[src/sv/vmc_pkg.sv]
`timescale 1ns / 1ps
package vmc_pkg;

    localparam int KEY_SLOTS = 24;

    typedef enum logic {
        OP_BYTE  = 1'b0,
        OP_FLUSH = 1'b1
    } op_t;

    typedef enum logic [1:0] {
        CFG_KEY_LOW  = 2'd0,
        CFG_KEY_HIGH = 2'd1,
        CFG_KEY_LEN  = 2'd2
    } cfg_idx_t;

    typedef enum logic {
        KIND_STATUS = 1'b0,
        KIND_CHAR   = 1'b1
    } kind_t;

    typedef enum logic [1:0] {
        BK_IDLE  = 2'd0,
        BK_DIGIT = 2'd1,
        BK_FLUSH = 2'd2,
        BK_EMIT  = 2'd3
    } bk_state_t;

    localparam logic [31:0] CMD_L = 32'h2121214C;
    localparam logic [31:0] CMD_S = 32'h21212153;
    localparam logic [13:0] PERIOD_RESET = 14'd1000;
    localparam logic [13:0] PERIOD_FLUSH = 14'd200;
    localparam logic [15:0] PERIOD_RESET_BCD = 16'h1000;
    localparam logic [15:0] PERIOD_FLUSH_BCD = 16'h0200;

    // classified work passed from front to back
    typedef struct packed {
        logic        flush;
        logic        put_char;
        logic [7:0]  char_val;
        logic        put_digits;
        logic        set_period;
        logic [13:0] period_val;
        logic [15:0] period_bcd;
    } vmc_cmd_t;

    function automatic logic is_digit(input logic [7:0] c);
        return (c >= 8'h30) && (c <= 8'h39);
    endfunction

    // (a + b) mod 26 for a, b below 26
    function automatic logic [4:0] add26(input logic [4:0] a, input logic [4:0] b);
        logic [5:0] s;
        s = {1'b0, a} + {1'b0, b};
        return (s >= 6'd26) ? 5'(s - 6'd26) : s[4:0];
    endfunction

    function automatic logic [4:0] mod26(input logic [4:0] v);
        return (v >= 5'd26) ? 5'(v - 5'd26) : v;
    endfunction

endpackage

[src/sv/vmc_if.sv]
`timescale 1ns / 1ps
interface vmc_in_if;
    logic       valid;
    logic       ready;
    logic       operation;
    logic [7:0] rx_byte;
    modport source (output valid, output operation, output rx_byte, input ready);
    modport sink   (input valid, input operation, input rx_byte, output ready);
endinterface

interface vmc_out_if;
    logic        valid;
    logic        ready;
    logic        kind;
    logic [7:0]  text_byte;
    logic        last;
    logic [13:0] blink_period;
    modport source (output valid, output kind, output text_byte, output last,
                    output blink_period, input ready);
    modport sink   (input valid, input kind, input text_byte, input last,
                    input blink_period, output ready);
endinterface

interface vmc_cfg_if;
    logic        valid;
    logic        ready;
    logic [1:0]  index;
    logic [59:0] data;
    modport source (output valid, output index, output data, input ready);
    modport sink   (input valid, input index, input data, output ready);
endinterface

[src/sv/vmc_keytab.sv]
`timescale 1ns / 1ps
module vmc_keytab (
    input  logic                    clk,
    input  logic                    rst_n,
    vmc_cfg_if.sink                 cfg,
    input  logic [4:0]              enc_pos,
    input  logic [4:0]              dec_pos,
    output logic [4:0]              enc_letter,
    output logic [4:0]              dec_letter,
    output logic [4:0]              key_len
);
    import vmc_pkg::*;

    logic [59:0] key_low_reg;
    logic [59:0] key_high_reg;
    logic [4:0]  key_length_reg;

    assign cfg.ready = 1'b1;

    // register writes
    always_ff @(posedge clk or negedge rst_n)
    begin
        if (!rst_n)
        begin
            key_low_reg    <= '0;
            key_high_reg   <= '0;
            key_length_reg <= 5'd1;
        end
        else if (cfg.valid)
        begin
            unique case (cfg.index)
                CFG_KEY_LOW:  key_low_reg    <= cfg.data;
                CFG_KEY_HIGH: key_high_reg   <= cfg.data;
                CFG_KEY_LEN:  key_length_reg <= cfg.data[4:0];
                default:      ;
            endcase
        end
    end

    function automatic logic [4:0] pick(input logic [4:0] p, input logic [59:0] lo,
                                        input logic [59:0] hi);
        logic [119:0] all;
        all = {hi, lo};
        return mod26(all[p*5 +: 5]);
    endfunction

    assign enc_letter = pick(enc_pos, key_low_reg, key_high_reg);
    assign dec_letter = pick(dec_pos, key_low_reg, key_high_reg);

    // clamp to 1..24
    always_comb
    begin
        if (key_length_reg == 5'd0)
            key_len = 5'd1;
        else if (key_length_reg > 5'(KEY_SLOTS))
            key_len = 5'(KEY_SLOTS);
        else
            key_len = key_length_reg;
    end
endmodule

[src/sv/vmc_front.sv]
`timescale 1ns / 1ps
module vmc_front (
    input  logic               clk,
    input  logic               rst_n,
    vmc_in_if.sink             in,
    input  logic               q_full,
    output logic               q_push,
    output vmc_pkg::vmc_cmd_t  q_data
);
    import vmc_pkg::*;

    logic [31:0] short_reg, short_next;
    logic [63:0] long_reg, long_next;
    logic [7:0]  up;
    logic        cmd_s_new;
    logic [13:0] val;

    assign in.ready = !q_full;
    assign q_push   = in.valid && !q_full;

    always_comb
    begin
        short_next = {short_reg[23:0], in.rx_byte};
        long_next  = {long_reg[55:0], in.rx_byte};
        up = (in.rx_byte >= 8'h61 && in.rx_byte <= 8'h7A) ? in.rx_byte - 8'h20 : in.rx_byte;
        cmd_s_new = (long_next[31:0] == CMD_S);
        val = 14'(long_next[27:24]) * 14'd1000 + 14'(long_next[19:16]) * 14'd100
            + 14'(long_next[11:8]) * 14'd10 + 14'(long_next[3:0]);

        q_data = '0;
        q_data.flush      = (in.operation == OP_FLUSH);
        q_data.char_val   = up;
        q_data.period_val = val;
        q_data.period_bcd = {long_next[27:24], long_next[19:16],
                             long_next[11:8], long_next[3:0]};
        if (in.operation == OP_BYTE)
        begin
            q_data.put_digits = (short_next == CMD_L);
            q_data.put_char   = (short_next != CMD_L) && !cmd_s_new
                              && up >= 8'h41 && up <= 8'h5A;
            q_data.set_period = (long_next[63:32] == CMD_S)
                && is_digit(long_next[31:24]) && is_digit(long_next[23:16])
                && is_digit(long_next[15:8]) && is_digit(long_next[7:0])
                && (val != 14'd0);
        end
        if (short_next == CMD_L)
            short_next = '0;
        if (long_next[63:32] == CMD_S)
            long_next = '0;
    end

    // match windows
    always_ff @(posedge clk or negedge rst_n)
    begin
        if (!rst_n)
        begin
            short_reg <= '0;
            long_reg  <= '0;
        end
        else if (q_push && in.operation == OP_BYTE)
        begin
            short_reg <= short_next;
            long_reg  <= long_next;
        end
    end
endmodule

[src/sv/vmc_queue.sv]
`timescale 1ns / 1ps
module vmc_queue (
    input  logic               clk,
    input  logic               rst_n,
    input  logic               push,
    input  vmc_pkg::vmc_cmd_t  push_data,
    output logic               full,
    input  logic               pop,
    output logic               not_empty,
    output vmc_pkg::vmc_cmd_t  head
);
    import vmc_pkg::*;

    vmc_cmd_t   slot_reg [2];
    logic       wr_reg, rd_reg;
    logic [1:0] cnt_reg;

    assign full      = (cnt_reg == 2'd2);
    assign not_empty = (cnt_reg != 2'd0);
    assign head      = slot_reg[rd_reg];

    always_ff @(posedge clk)
    begin
        if (push)
            slot_reg[wr_reg] <= push_data;
    end

    // two-entry pointers
    always_ff @(posedge clk or negedge rst_n)
    begin
        if (!rst_n)
        begin
            wr_reg  <= 1'b0;
            rd_reg  <= 1'b0;
            cnt_reg <= '0;
        end
        else
        begin
            if (push)
                wr_reg <= !wr_reg;
            if (pop)
                rd_reg <= !rd_reg;
            cnt_reg <= cnt_reg + 2'(push) - 2'(pop);
        end
    end
endmodule

[src/sv/vmc_back.sv]
`timescale 1ns / 1ps
module vmc_back #(
    parameter int STORE_DEPTH = 64
) (
    input  logic               clk,
    input  logic               rst_n,
    input  logic               q_valid,
    input  vmc_pkg::vmc_cmd_t  q_head,
    output logic               q_pop,
    input  logic [4:0]         enc_letter,
    input  logic [4:0]         dec_letter,
    input  logic [4:0]         key_len,
    output logic [4:0]         enc_pos,
    output logic [4:0]         dec_pos,
    vmc_out_if.source          out
);
    import vmc_pkg::*;

    localparam int AW = $clog2(STORE_DEPTH);
    localparam int CW = $clog2(STORE_DEPTH + 1);

    logic [7:0]    store_mem [STORE_DEPTH];
    logic [7:0]    rd_data_reg;
    bk_state_t     state_reg, state_next;
    logic [CW-1:0] count_reg, count_next;
    logic [CW-1:0] idx_reg, idx_next;
    logic [4:0]    kpos_reg, kpos_next;
    logic [4:0]    dpos_reg, dpos_next;
    logic [13:0]   period_reg, period_next;
    logic [15:0]   bcd_reg, bcd_next;
    logic [1:0]    dig_reg, dig_next;
    logic [3:0]    d_thou, d_hund, d_ten, d_one;
    logic          ov_reg, ov_next;
    logic          okind_reg, okind_next;
    logic [7:0]    obyte_reg, obyte_next;
    logic          olast_reg, olast_next;
    logic          wr_en;
    logic [AW-1:0] wr_addr;
    logic [7:0]    wr_val;
    logic          rd_en;
    logic [4:0]    plain;
    logic          slot_free;

    assign enc_pos = kpos_reg;
    assign dec_pos = dpos_reg;
    assign slot_free = !ov_reg || out.ready;

    // period digits held alongside the binary period
    assign d_thou = bcd_reg[15:12];
    assign d_hund = bcd_reg[11:8];
    assign d_ten  = bcd_reg[7:4];
    assign d_one  = bcd_reg[3:0];

    // store memory with registered read
    always_ff @(posedge clk)
    begin
        if (wr_en)
            store_mem[wr_addr] <= wr_val;
        if (rd_en)
            rd_data_reg <= store_mem[idx_reg[AW-1:0]];
    end

    // next state
    always_comb
    begin
        state_next = state_reg;
        unique case (state_reg)
            BK_IDLE:
            begin
                if (q_valid && slot_free)
                begin
                    if (q_head.put_digits)
                        state_next = BK_DIGIT;
                    else if (q_head.flush && count_reg != '0)
                        state_next = BK_FLUSH;
                end
            end
            BK_DIGIT:
            begin
                if (dig_reg == 2'd3 && slot_free)
                    state_next = BK_IDLE;
            end
            BK_FLUSH:  state_next = BK_EMIT;
            BK_EMIT:
            begin
                if (slot_free)
                    state_next = (idx_reg == count_reg) ? BK_IDLE : BK_FLUSH;
            end
            default:   state_next = BK_IDLE;
        endcase
    end

    // datapath and outputs
    always_comb
    begin
        count_next  = count_reg;
        idx_next    = idx_reg;
        kpos_next   = kpos_reg;
        dpos_next   = dpos_reg;
        period_next = period_reg;
        bcd_next    = bcd_reg;
        dig_next    = dig_reg;
        ov_next     = ov_reg && !out.ready;
        okind_next  = okind_reg;
        obyte_next  = obyte_reg;
        olast_next  = olast_reg;
        wr_en   = 1'b0;
        wr_addr = count_reg[AW-1:0];
        wr_val  = '0;
        rd_en   = 1'b0;
        q_pop   = 1'b0;
        plain   = add26(5'(rd_data_reg - 8'h41), mod26(5'd26 - dec_letter));
        unique case (state_reg)
            BK_IDLE:
            begin
                if (q_valid && slot_free)
                begin
                    if (q_head.flush)
                    begin
                        period_next = PERIOD_FLUSH;
                        bcd_next    = PERIOD_FLUSH_BCD;
                        kpos_next   = '0;
                        dpos_next   = '0;
                        idx_next    = '0;
                        if (count_reg == '0)
                        begin
                            q_pop = 1'b1;
                            ov_next = 1'b1;
                            okind_next = KIND_STATUS;
                            obyte_next = '0;
                            olast_next = 1'b1;
                        end
                        else
                            rd_en = 1'b1;
                    end
                    else if (q_head.put_digits)
                        dig_next = '0;
                    else
                    begin
                        q_pop = 1'b1;
                        if (q_head.put_char && count_reg < CW'(STORE_DEPTH))
                        begin
                            wr_en  = 1'b1;
                            wr_val = 8'(add26(5'(q_head.char_val - 8'h41), enc_letter))
                                   + 8'h41;
                            count_next = count_reg + 1'b1;
                            kpos_next = (kpos_reg + 5'd1 >= key_len) ? '0 : kpos_reg + 5'd1;
                        end
                        if (q_head.set_period)
                        begin
                            period_next = q_head.period_val;
                            bcd_next    = q_head.period_bcd;
                        end
                        ov_next = 1'b1;
                        okind_next = KIND_STATUS;
                        obyte_next = '0;
                        olast_next = 1'b1;
                    end
                end
            end
            BK_DIGIT:
            begin
                // one digit a cycle while the output slot is free, leading zeros skipped
                if (slot_free)
                begin
                    dig_next = dig_reg + 2'd1;
                    if (count_reg < CW'(STORE_DEPTH))
                    begin
                        priority case (dig_reg)
                            2'd0: wr_en = (d_thou != 0);
                            2'd1: wr_en = (d_thou != 0) || (d_hund != 0);
                            2'd2: wr_en = (d_thou != 0) || (d_hund != 0) || (d_ten != 0);
                            default: wr_en = 1'b1;
                        endcase
                        priority case (dig_reg)
                            2'd0: wr_val = 8'h30 + 8'(d_thou);
                            2'd1: wr_val = 8'h30 + 8'(d_hund);
                            2'd2: wr_val = 8'h30 + 8'(d_ten);
                            default: wr_val = 8'h30 + 8'(d_one);
                        endcase
                        if (wr_en)
                            count_next = count_reg + 1'b1;
                    end
                    if (dig_reg == 2'd3)
                    begin
                        q_pop = 1'b1;
                        ov_next = 1'b1;
                        okind_next = KIND_STATUS;
                        obyte_next = '0;
                        olast_next = 1'b1;
                    end
                end
            end
            BK_FLUSH:
            begin
                idx_next = idx_reg + 1'b1;
            end
            BK_EMIT:
            begin
                if (slot_free)
                begin
                    ov_next = 1'b1;
                    okind_next = KIND_CHAR;
                    olast_next = (idx_reg == count_reg);
                    if (is_digit(rd_data_reg))
                        obyte_next = rd_data_reg;
                    else
                    begin
                        obyte_next = 8'(plain) + 8'h41;
                        dpos_next = (dpos_reg + 5'd1 >= key_len) ? '0 : dpos_reg + 5'd1;
                    end
                    if (idx_reg == count_reg)
                    begin
                        // read index back to the oldest entry for the next flush
                        q_pop = 1'b1;
                        count_next = '0;
                        idx_next = '0;
                    end
                    else
                        rd_en = 1'b1;
                end
            end
            default: ;
        endcase
    end

    // control and output registers
    always_ff @(posedge clk or negedge rst_n)
    begin
        if (!rst_n)
        begin
            state_reg  <= BK_IDLE;
            count_reg  <= '0;
            idx_reg    <= '0;
            kpos_reg   <= '0;
            dpos_reg   <= '0;
            period_reg <= PERIOD_RESET;
            bcd_reg    <= PERIOD_RESET_BCD;
            dig_reg    <= '0;
            ov_reg     <= 1'b0;
            okind_reg  <= 1'b0;
            obyte_reg  <= '0;
            olast_reg  <= 1'b0;
        end
        else
        begin
            state_reg  <= state_next;
            count_reg  <= count_next;
            idx_reg    <= idx_next;
            kpos_reg   <= kpos_next;
            dpos_reg   <= dpos_next;
            period_reg <= period_next;
            bcd_reg    <= bcd_next;
            dig_reg    <= dig_next;
            ov_reg     <= ov_next;
            okind_reg  <= okind_next;
            obyte_reg  <= obyte_next;
            olast_reg  <= olast_next;
        end
    end

    assign out.valid        = ov_reg;
    assign out.kind         = okind_reg;
    assign out.text_byte    = obyte_reg;
    assign out.last         = olast_reg;
    assign out.blink_period = period_reg;

`ifndef ASSERT_OFF
    a_count_range: assert property (@(posedge clk) disable iff (!rst_n)
        count_reg <= CW'(STORE_DEPTH)) else $error("store count overrun");
    a_kpos_range: assert property (@(posedge clk) disable iff (!rst_n)
        kpos_reg < 5'(KEY_SLOTS)) else $error("key position out of range");
    a_flush_empties: assert property (@(posedge clk) disable iff (!rst_n)
        (state_reg == BK_EMIT && slot_free && idx_reg == count_reg)
        |=> count_reg == '0) else $error("store not emptied after flush");
    a_period_nonzero: assert property (@(posedge clk) disable iff (!rst_n)
        period_reg != '0) else $error("zero blink period");
`endif
endmodule

[src/sv/vigenere_message_cipher_stream_core.sv]
`timescale 1ns / 1ps
// channel  | dir | fields
// in_ch    | in  | operation, rx_byte
// out_ch   | out | kind, text_byte, last, blink_period
// cfg_ch   | in  | index, data (key low, key high, key length)
//
// a received byte is handled in the back end's idle state; the L of !!!L enters the digit
// state, which steps through the period digits from thousands to ones, writing all but leading zeros
// a flush starts with the first read, then each stored character passes through read, then emit
// reset clears windows, count, key position; period returns to 1000
// a two-entry queue parts front and back so either side can stall alone
module vigenere_message_cipher_stream_core #(
    parameter int STORE_DEPTH = 64
) (
    input  logic       clk,
    input  logic       rst_n,
    vmc_in_if.sink     in_ch,
    vmc_out_if.source  out_ch,
    vmc_cfg_if.sink    cfg_ch
);
    import vmc_pkg::*;

    logic       q_full, q_push, q_pop, q_ne;
    vmc_cmd_t   q_in, q_head;
    logic [4:0] enc_pos, dec_pos, enc_letter, dec_letter, key_len;

    vmc_keytab u_keytab (
        .clk(clk), .rst_n(rst_n), .cfg(cfg_ch),
        .enc_pos(enc_pos), .dec_pos(dec_pos),
        .enc_letter(enc_letter), .dec_letter(dec_letter), .key_len(key_len)
    );

    vmc_front u_front (
        .clk(clk), .rst_n(rst_n), .in(in_ch),
        .q_full(q_full), .q_push(q_push), .q_data(q_in)
    );

    vmc_queue u_queue (
        .clk(clk), .rst_n(rst_n), .push(q_push), .push_data(q_in), .full(q_full),
        .pop(q_pop), .not_empty(q_ne), .head(q_head)
    );

    vmc_back #(.STORE_DEPTH(STORE_DEPTH)) u_back (
        .clk(clk), .rst_n(rst_n), .q_valid(q_ne), .q_head(q_head), .q_pop(q_pop),
        .enc_letter(enc_letter), .dec_letter(dec_letter), .key_len(key_len),
        .enc_pos(enc_pos), .dec_pos(dec_pos), .out(out_ch)
    );
endmodule

[src/flat_wrapper.sv]
// flat-port wrapper written by rule: the top's interface ports become plain ports
module vigenere_message_cipher_stream_core_flat import vmc_pkg::*;
#(
    parameter int STORE_DEPTH = 64
)
  (clk, rst_n, in_ch_valid, in_ch_operation, in_ch_rx_byte, in_ch_ready, out_ch_valid, out_ch_kind, out_ch_text_byte, out_ch_last, out_ch_blink_period, out_ch_ready, cfg_ch_valid, cfg_ch_index, cfg_ch_data, cfg_ch_ready);
  vmc_in_if in_ch_i ();
  vmc_out_if out_ch_i ();
  vmc_cfg_if cfg_ch_i ();
  input  logic clk;
  input  logic rst_n;
  input wire logic [$bits(in_ch_i.valid)-1:0] in_ch_valid;
  input wire logic [$bits(in_ch_i.operation)-1:0] in_ch_operation;
  input wire logic [$bits(in_ch_i.rx_byte)-1:0] in_ch_rx_byte;
  output wire logic [$bits(in_ch_i.ready)-1:0] in_ch_ready;
  output wire logic [$bits(out_ch_i.valid)-1:0] out_ch_valid;
  output wire logic [$bits(out_ch_i.kind)-1:0] out_ch_kind;
  output wire logic [$bits(out_ch_i.text_byte)-1:0] out_ch_text_byte;
  output wire logic [$bits(out_ch_i.last)-1:0] out_ch_last;
  output wire logic [$bits(out_ch_i.blink_period)-1:0] out_ch_blink_period;
  input wire logic [$bits(out_ch_i.ready)-1:0] out_ch_ready;
  input wire logic [$bits(cfg_ch_i.valid)-1:0] cfg_ch_valid;
  input wire logic [$bits(cfg_ch_i.index)-1:0] cfg_ch_index;
  input wire logic [$bits(cfg_ch_i.data)-1:0] cfg_ch_data;
  output wire logic [$bits(cfg_ch_i.ready)-1:0] cfg_ch_ready;
  assign in_ch_i.valid = in_ch_valid;
  assign in_ch_i.operation = in_ch_operation;
  assign in_ch_i.rx_byte = in_ch_rx_byte;
  assign in_ch_ready = in_ch_i.ready;
  assign out_ch_valid = out_ch_i.valid;
  assign out_ch_kind = out_ch_i.kind;
  assign out_ch_text_byte = out_ch_i.text_byte;
  assign out_ch_last = out_ch_i.last;
  assign out_ch_blink_period = out_ch_i.blink_period;
  assign out_ch_i.ready = out_ch_ready;
  assign cfg_ch_i.valid = cfg_ch_valid;
  assign cfg_ch_i.index = cfg_ch_index;
  assign cfg_ch_i.data = cfg_ch_data;
  assign cfg_ch_ready = cfg_ch_i.ready;
  vigenere_message_cipher_stream_core #(.STORE_DEPTH(STORE_DEPTH)) u_core (.clk(clk), .rst_n(rst_n), .in_ch(in_ch_i), .out_ch(out_ch_i), .cfg_ch(cfg_ch_i));
endmodule
[config.mk]
export PLATFORM = sky130hd
export DESIGN_NAME = vigenere_message_cipher_stream_core_flat
export DESIGN_NICKNAME = d
export VERILOG_FILES = /design/src/sv/vmc_pkg.sv /design/src/sv/vmc_if.sv /design/src/sv/vmc_keytab.sv /design/src/sv/vmc_front.sv /design/src/sv/vmc_queue.sv /design/src/sv/vmc_back.sv /design/src/sv/vigenere_message_cipher_stream_core.sv /design/src/flat_wrapper.sv
export SDC_FILE = /design/constraint.sdc
export NUM_CORES = 1
export LEC_CHECK = 0
export BUFFER_PORTS_ARGS = -buffer_cell sky130_fd_sc_hd__buf_2
export CORE_MARGIN = 2
export CORE_UTILIZATION = 55
export CTS_CLUSTER_DIAMETER = 100
export DETAILED_ROUTE_END_ITERATION = 8
export PLACE_DENSITY_LB_ADDON = 0.2
export SLEW_MARGIN = 20
export SYNTH_ARGS = -nofsm -noshare
export SYNTH_HDL_FRONTEND = slang
export SYNTH_SLANG_ARGS = --single-unit
[constraint.sdc]
create_clock -name clk -period 25.9 [get_ports clk]
set_input_delay 1.295 -clock clk [delete_from_list [all_inputs] [get_ports clk]]
set_output_delay 1.295 -clock clk [all_outputs]
set_load 0.01 [all_outputs]
### After elaboration in Yosys (flattened, before gate mapping)

Memory sizes are Yosys's and may differ from the RTL's. A register that Yosys moved wholly into a read port is not among the register bits.
Index checks and enable logic that the tools add are counted.

| cells by class | value |
|---|---|
| add/subtract/negate cells | 27 |
| multipliers | 5 |
| magnitude comparators | 23 |
| equality and inequality tests | 32 |
| shift operators | 2 |
| multiplexer cells | 124 |
| bitwise gates (word level) | 1 |
| reductions and logical operators | 58 |

Operator list:

| cell | count |
|---|---|
| 120-bit by 9-bit indexed part select with 5-bit output | 2 |
| 8-bit 2-to-1 mux | 13 |
| 32-bit by 30-bit == test with 1-bit output, second input constant | 3 |
| 7-bit 2-to-1 mux | 13 |
| 5-bit 2-to-1 mux | 16 |
| 7-bit case mux with 3 select lines | 3 |
| 56-bit 2-to-1 mux | 1 |
| 1-bit 2-to-1 mux | 48 |
| 16-bit 2-to-1 mux | 3 |
| 14-bit 2-to-1 mux | 3 |
| 8-bit by 6-bit greater-or-equal comparator with 1-bit output, second input constant | 5 |
| 8-bit by 6-bit less-or-equal comparator with 1-bit output, second input constant | 5 |
| 32-bit by 30-bit inequality test with 1-bit output, second input constant | 1 |
| 6-bit by 4-bit adder with 7-bit output, first input constant | 4 |
| 2-bit inequality test, second input constant | 13 |
| 5-bit subtractor, second input constant | 5 |
| 24-bit 2-to-1 mux | 1 |
| 8-bit case mux with 3 select lines | 1 |
| 2-bit 2-to-1 mux | 11 |
| 1-bit logical AND | 21 |
| 5-bit by 7-bit adder with 8-bit output, second input constant | 2 |
| 8-bit by 7-bit greater-or-equal comparator with 1-bit output, second input constant | 2 |
| 8-bit by 7-bit less-or-equal comparator with 1-bit output, second input constant | 2 |
| 5-bit by 3-bit multiplier with 8-bit output, second input constant | 2 |
| 48 further kinds | 92 |

| storage, ports and cells | value |
|---|---|
| register bits | 278 |
| RAM bits | 596 |
| input port bits | 76 |
| word-level logic and storage cells | 294 |
| memories kept | 2 |

Memories:

| memory | depth | bits a word | read ports | clocked after memory_dff | wr ports | RTL line | RTL |
|---|---|---|---|---|---|---|---|
| u_core.u_back.store_mem | 64 | 8 | 1 | 1 | 1 | vmc_back.sv:22 | `logic [7:0] store_mem [STORE_DEPTH];` |
| u_core.u_queue.slot_reg | 2 | 42 | 1 | 0 | 1 | vmc_queue.sv:14 | `vmc_cmd_t slot_reg [2];` |

### Logic depth before layout (Yosys ltp)

| depth | value |
|---|---|
| depth after elaboration | 14 |
| gate-level depth with buffers | 31 |
| mapped depth without buffers | 28 |

### Hierarchy

A second synthesis with hierarchy kept.

| unflattened totals | value |
|---|---|
| cells, all modules | 2,561 |
| area total of the unflattened synthesis | 38,244.2 um^2 |

Modules (own cells, without submodules):

| module | times used | cells each | area an instance (um^2) | sequential area each (um^2) |
|---|---|---|---|---|
| vmc_back | 1 | 1,330 | 22,550.4 | 15,373.5 |
| vmc_keytab | 1 | 494 | 6,964.2 | 3,129.3 |
| vmc_front | 1 | 591 | 5,297.6 | 2,001.9 |
| vmc_queue | 1 | 146 | 3,432.0 | 2,622.5 |

### Least setup slack after synthesis

No wires, ideal clock.

| timing | value |
|---|---|
| path kind | reg2reg |
| start | register u_core.u_back.kpos_reg[0] (netlist: u_core.u_back.enc_pos[0]) |
| end | memory u_core.u_back.store_mem[0][5] (data pin) |
| arrival time | 8,298 ps |
| slack | 16,697 ps |
| cell stages (with the launch flop) | 20 |
| buffers on the path | 3 |
| path through | dfrtp_1 > buf_6 > buf_8 > buf_2 > mux4_2 > mux2i_1 > nor2_1 > mux2_2 > or3b_1 > a21o_1 > mux2_2 > fa_1 > a21o_1 > a21oi_1 > xnor2_1 > inv_1 > o21ai_0 > mux2i_1 > nand3_1 > o41ai_1 |

| on the way | value |
|---|---|
| longest elaborated chain between the ends | 13 |

Ends and longest elaborated chain:

| what | RTL line | RTL |
|---|---|---|
| from (decl) | vmc_back.sv:27 | `logic [4:0] kpos_reg, kpos_next;` |
| from (signal assigned) | vmc_back.sv:250 | `kpos_reg <= kpos_next;` |
| 5-bit by 3-bit multiplier with 8-bit output (*) | vmc_keytab.sv:44 | `return mod26(all[p*5 +: 5]);` |
| 120-bit by 9-bit indexed part select with 5-bit output (*) | vmc_keytab.sv:44 |  |
| 5-bit subtractor or 5-bit greater-or-equal comparator (tied branches) | vmc_pkg.sv:59 | `return (v >= 5'd26) ? 5'(v - 5'd26) : v;` |
| 5-bit 2-to-1 mux (*) | vmc_pkg.sv:59 |  |
| 5-bit by 5-bit adder with 6-bit output (*) | vmc_pkg.sv:54 | `s = {1'b0, a} + {1'b0, b};` |
| 5-bit subtractor or 6-bit by 5-bit greater-or-equal comparator with 1-bit output (tied branches) | vmc_pkg.sv:55 | `return (s >= 6'd26) ? 5'(s - 6'd26) : s[4:0];` |
| 5-bit 2-to-1 mux (*) | vmc_pkg.sv:55 |  |
| 5-bit by 7-bit adder with 8-bit output (*) | vmc_back.sv:145 | `+ 8'h41;` |
| 8-bit 2-to-1 mux (*) | vmc_back.sv:141 | `if (q_head.put_char && count_reg < CW'(STORE_DEPTH))` |
| 8-bit 2-to-1 mux (*) | vmc_back.sv:136 | `else if (q_head.put_digits)` |
| 8-bit 2-to-1 mux (*) | vmc_back.sv:118 | `if (q_head.flush)` |
| 8-bit 2-to-1 mux (*) | vmc_back.sv:116 | `if (q_valid && slot_free)` |
| 8-bit case mux with 2 select lines (*) | vmc_back.sv:113 | `unique case (state_reg)` |
| net u_core.u_back.wr_val[5] | vmc_back.sv:39 | `logic [7:0] wr_val;` |
| to (decl) | vmc_back.sv:22 |  |

Mark *: on every way through the listed nets, which the timed path passes. The rest lies on a longest branch.

### Worst setup path in the final report

| timing | value |
|---|---|
| start | register u_core.u_back.dpos_reg[1] (netlist: u_core.u_back.dec_pos[1]) |
| end | register u_core.u_back.obyte_reg[3] (netlist: u_core.u_back.out.text_byte[3]) |

| on the way | value |
|---|---|
| longest elaborated chain between the ends | 14 |

Ends and longest elaborated chain:

| what | RTL line | RTL |
|---|---|---|
| from (decl) | vmc_back.sv:28 | `logic [4:0] dpos_reg, dpos_next;` |
| from (signal assigned) | vmc_back.sv:251 | `dpos_reg <= dpos_next;` |
| 5-bit by 3-bit multiplier with 8-bit output (*) | vmc_keytab.sv:44 |  |
| 120-bit by 9-bit indexed part select with 5-bit output (*) | vmc_keytab.sv:44 |  |
| 5-bit subtractor or 5-bit greater-or-equal comparator (tied branches) | vmc_pkg.sv:59 |  |
| 5-bit 2-to-1 mux (*) | vmc_pkg.sv:59 |  |
| 5-bit subtractor (*) | vmc_back.sv:112 | `plain = add26(5'(rd_data_reg - 8'h41), mod26(5'd26 - dec_letter));` |
| 5-bit subtractor or 5-bit greater-or-equal comparator (tied branches) | vmc_pkg.sv:59 |  |
| 5-bit 2-to-1 mux (*) | vmc_pkg.sv:59 |  |
| 5-bit by 5-bit adder with 6-bit output (*) | vmc_pkg.sv:54 |  |
| 5-bit subtractor or 6-bit by 5-bit greater-or-equal comparator with 1-bit output (tied branches) | vmc_pkg.sv:55 |  |
| 5-bit 2-to-1 mux (*) | vmc_pkg.sv:55 |  |
| 5-bit by 7-bit adder with 8-bit output (*) | vmc_back.sv:209 | `obyte_next = 8'(plain) + 8'h41;` |
| 8-bit 2-to-1 mux (*) | vmc_back.sv:205 | `if (is_digit(rd_data_reg))` |
| 8-bit 2-to-1 mux (*) | vmc_back.sv:200 | `if (slot_free)` |
| 8-bit case mux with 3 select lines (*) | vmc_back.sv:113 |  |
| to (signal assigned) | vmc_back.sv:257 | `obyte_reg <= obyte_next;` |
| to (decl) | vmc_back.sv:35 | `logic [7:0] obyte_reg, obyte_next;` |

Every way passes the cells marked *; elsewhere a longest branch is shown, timed or not. The select of a mux whose other input is x is not followed.
A chain may end at the register's enable or synchronous reset.

==> impl_metrics.py <==
metrics = {
    "outcome": {
        "status": "completed",
    },
    "power_and_ir_drop": {
        "p_leak_nw": 14.6,
        "power_switching_mw": 2.04,
        "peakVddDrop_mv": 0.177,
        "switching_share": 0.375,
        "power_frac_clock": 0.224,
        "power_density_nw_per_um2": 132,
        "sequentialPowerShare": 0.339,
        "internal_power_mw": 3.39,
        "pwr-share-comb": 0.438,
        "finalPower_mw": 5.43,
    },
    "placed_design": {
        "placed_area_um2": 38300,
        "dpl_worst_slack_ns": 19.14,
        "gp_congestion": 0.831,
        "dp.cells": 3340,
        "portBuffers": 100,
        "dp_hpwl_um": 53200,
    },
    "detailed_routing": {
        "via_per_inst": 6.10,
        "wl_met1_um": 35200,
        "wl_met3_um": 4920,
        "dr.pass1.iters": 5,
        "vias": 21300,
        "drcViolationCount": 0,
        "routed-wl-met2_um": 38900,
        "wl_um": 81000,
        "routedWlPerCell_um": 23.2,
        "topRoutingLayerUsed": "met5",
        "ant_nets": 0,
        "drt_iter0_drc": 1668,
    },
    "global_routing": {
        "grt_pass1_vias": 21700,
        "grt_pass1_wl_um": 127000,
        "grt_max_degree": 123,
        "antenna_found_initial": 2,
        "grt_overflow_total": 0,
        "grt_use_total": 0.237,
    },
    "setup_path": {
        "ff2ff_path_depth": 27,
        "path_class": "flip-flop to flip-flop",
        "start_kind": "flip-flop",
        "cp.required_ns": 26.46,
        "crit_fanout": 28,
        "slowest_stage": "dfrtp_1",
        "r2r_slack_ns": 19.06,
        "crit_arrival_ns": 7.40,
        "cp-startpoint": "u_core.u_back.dec_pos[1]",
        "r2r_start": "u_core.u_back.dec_pos[1]",
        "setup.worst_path.end": "u_core.u_back.out.text_byte[3]",
        "cp_slowest_stage_delay_ns": 1.06,
        "timing.rr.end": "u_core.u_back.out.text_byte[3]",
        "endpoint_kind": "flip-flop",
    },
    "synth": {
        "synth_fp_nets": 2686,
        "synthMuxAreaShare": 0.181,
        "syn_area_um2": 37000,
        "synth_top_family_by_area": "multiplexers",
        "ys_seq_area_frac": 0.611,
        "yosys_warnings": 0,
        "synth_area_per_cell_um2": 14.9,
        "synthAdderAreaFrac": 0.0471,
        "synth_ff_type": "edfxtp_1",
        "ys_types": 88,
        "yosys.area_share.simple": 0.0701,
        "synth-edff-count": 523,
        "synthCells": 2482,
        "async_flop_share": 0.345,
        "ys_ff_latch": 799,
        "synth_compound_area_frac": 0.0507,
        "synth_xor_area_frac": 0.0149,
    },
    "cts": {
        "cts_sinks": 799,
        "cts-root-buf": "clkbuf_16",
        "holdBufCountCts": 0,
        "post_cts_resized": 0,
        "cts_buffer_depth": 3,
        "cts_inserted_buffers": 82,
        "clk_pin_slew_ns": 0.06,
        "post-cts-setup-buffers": 0,
        "cts_tree": "done",
        "htree_levels": 3,
        "clock_latency_ns": 0.66,
    },
    "sta": {
        "finalCritPeriodShare": 0.264,
        "tightest_slew_ns": 1.10,
        "finClkSkew_ns": 0.0364,
        "setup_ws_ns": 19.06,
        "relSlewSlack": 0.269,
        "max_freq_ghz": 0.146,
        "fin_hold_ws_ns": 0.475,
        "finalMaxSlewViolations": 0,
        "hold_viol": 0,
        "setup_tns_ns": 0,
        "finalSetupViolCount": 0,
        "period_needed_ns": 6.84,
        "rsz0062_at_grt": "no",
    },
    "floorplanning": {
        "io_pins": 103,
        "die_h_um": 263,
        "initial_utilization": 0.553,
        "coreArea_um2": 66900,
        "rows": 95,
        "die-width_um": 263,
        "dieArea_um2": 69400,
    },
    "finish": {
        "layout_common_cells": "edfxtp_1, nand2_1, dfrtp_1",
        "final_common_cell": "edfxtp_1",
        "final_nets": 2756,
        "stdcell_area_um2": 41100,
        "fillCellCount": 4920,
        "final_cells": 3494,
        "utilization": 0.615,
        "area_delta_synth_final_pct": 11.2,
        "largest_reg_flops": 448,
        "drive_above_1_share": 0.244,
    },
    "run": {
        "cap_violations": 0,
    },
    "hold_path": {
        "hold_class": "flip-flop to flip-flop",
        "min-delay-start": "u_core.u_back.out.text_byte[1]",
    },
}
[routing by layer]
| metal | vias to the layer above | GRT usage |
|---|---|---|
| met4 | 2 | 0.0633 |
| met3 | 128 | 0.0463 |
| met2 | 647 | 0.374 |
| met5 | - | 0 |
| li1 | 9528 | - |
| met1 | 11000 | 0.343 |
[area by class of cell]
| class | count | area, um^2 | area share |
|---|---|---|---|
| Sequential cell | 799 | 22600 | 0.550 |
| Multi-Input combinational cell | 1456 | 13600 | 0.330 |
| Clock buffer | 103 | 2250 | 0.0548 |
| Tap cell | 873 | 1090 | 0.0266 |
| Timing Repair Buffer | 127 | 721 | 0.0175 |
| Clock inverter | 48 | 544 | 0.0132 |
| Inverter | 86 | 323 | 0.00785 |
| Antenna cell | 2 | 5.00 | 0.000122 |
[kinds of logic after synthesis]
logic type | count (synthesis)
and+or+nand+nor | 572
buffers and inverters | 227
other | 2
muxes | 400
adders and majority gates | 128
AOI/OAI and AO/OA | 292
xor gates and xnor gates | 62
DFF | 799
[power by group through the flow]
stage          logic [mW]  registers [mW]  clock network (mW)
6_report             2.38            1.84                1.21
5_1_grt              2.65            1.87                1.28
4_1_cts              2.39            1.84                1.23
3_5_place_dp         2.36            1.86                   0
3_3_place_gp         2.27            1.86                   0
2_1_floorplan        1.88            1.76                   0
[synthesized netlist by cell type (20+ instances only)]
cell      number  area share
edfxtp_1     523        0.42
mux4_2       189        0.12
a21oi_1       58      0.0078
ha_1         109       0.037
buf_1         27      0.0027
o31ai_1       33      0.0067
mux2_2       134       0.041
xnor2_1       42      0.0099
o21ai_0       93       0.013
clkbuf_1      96      0.0097
inv_1         84      0.0085
mux2i_1       68       0.018
nor2_1       120       0.012
nor3_1        20      0.0027
dfrtp_1      268        0.18
nand2_1      293       0.030
[worst max-delay path: cells and delay by family, from the launching register on]
family	cells	cell delay, ns
compound gates	10	2.06
xor+xnor	4	0.87
fa+ha+maj	4	1.13
buf+inv	2	0.21
flops	1	1.06
mux	1	0.28
simple gates	6	1.12
[how the worst min path moves through the flow]
stage                                          end  slack, ns  depth (start not counted)
floorplan              u_core.u_front.long_reg[48]       0.44                          2
global placement      u_core.u_front.short_reg[16]       0.46                          2
detailed placement          u_core.u_back.out.kind       0.46                          2
CTS                         u_core.u_back.out.kind       0.48                          2
global route              u_core.u_back.bcd_reg[1]       0.50                          2
finish              u_core.u_back.out.text_byte[1]       0.47                          2
Power figures use the tool's default switching activity.
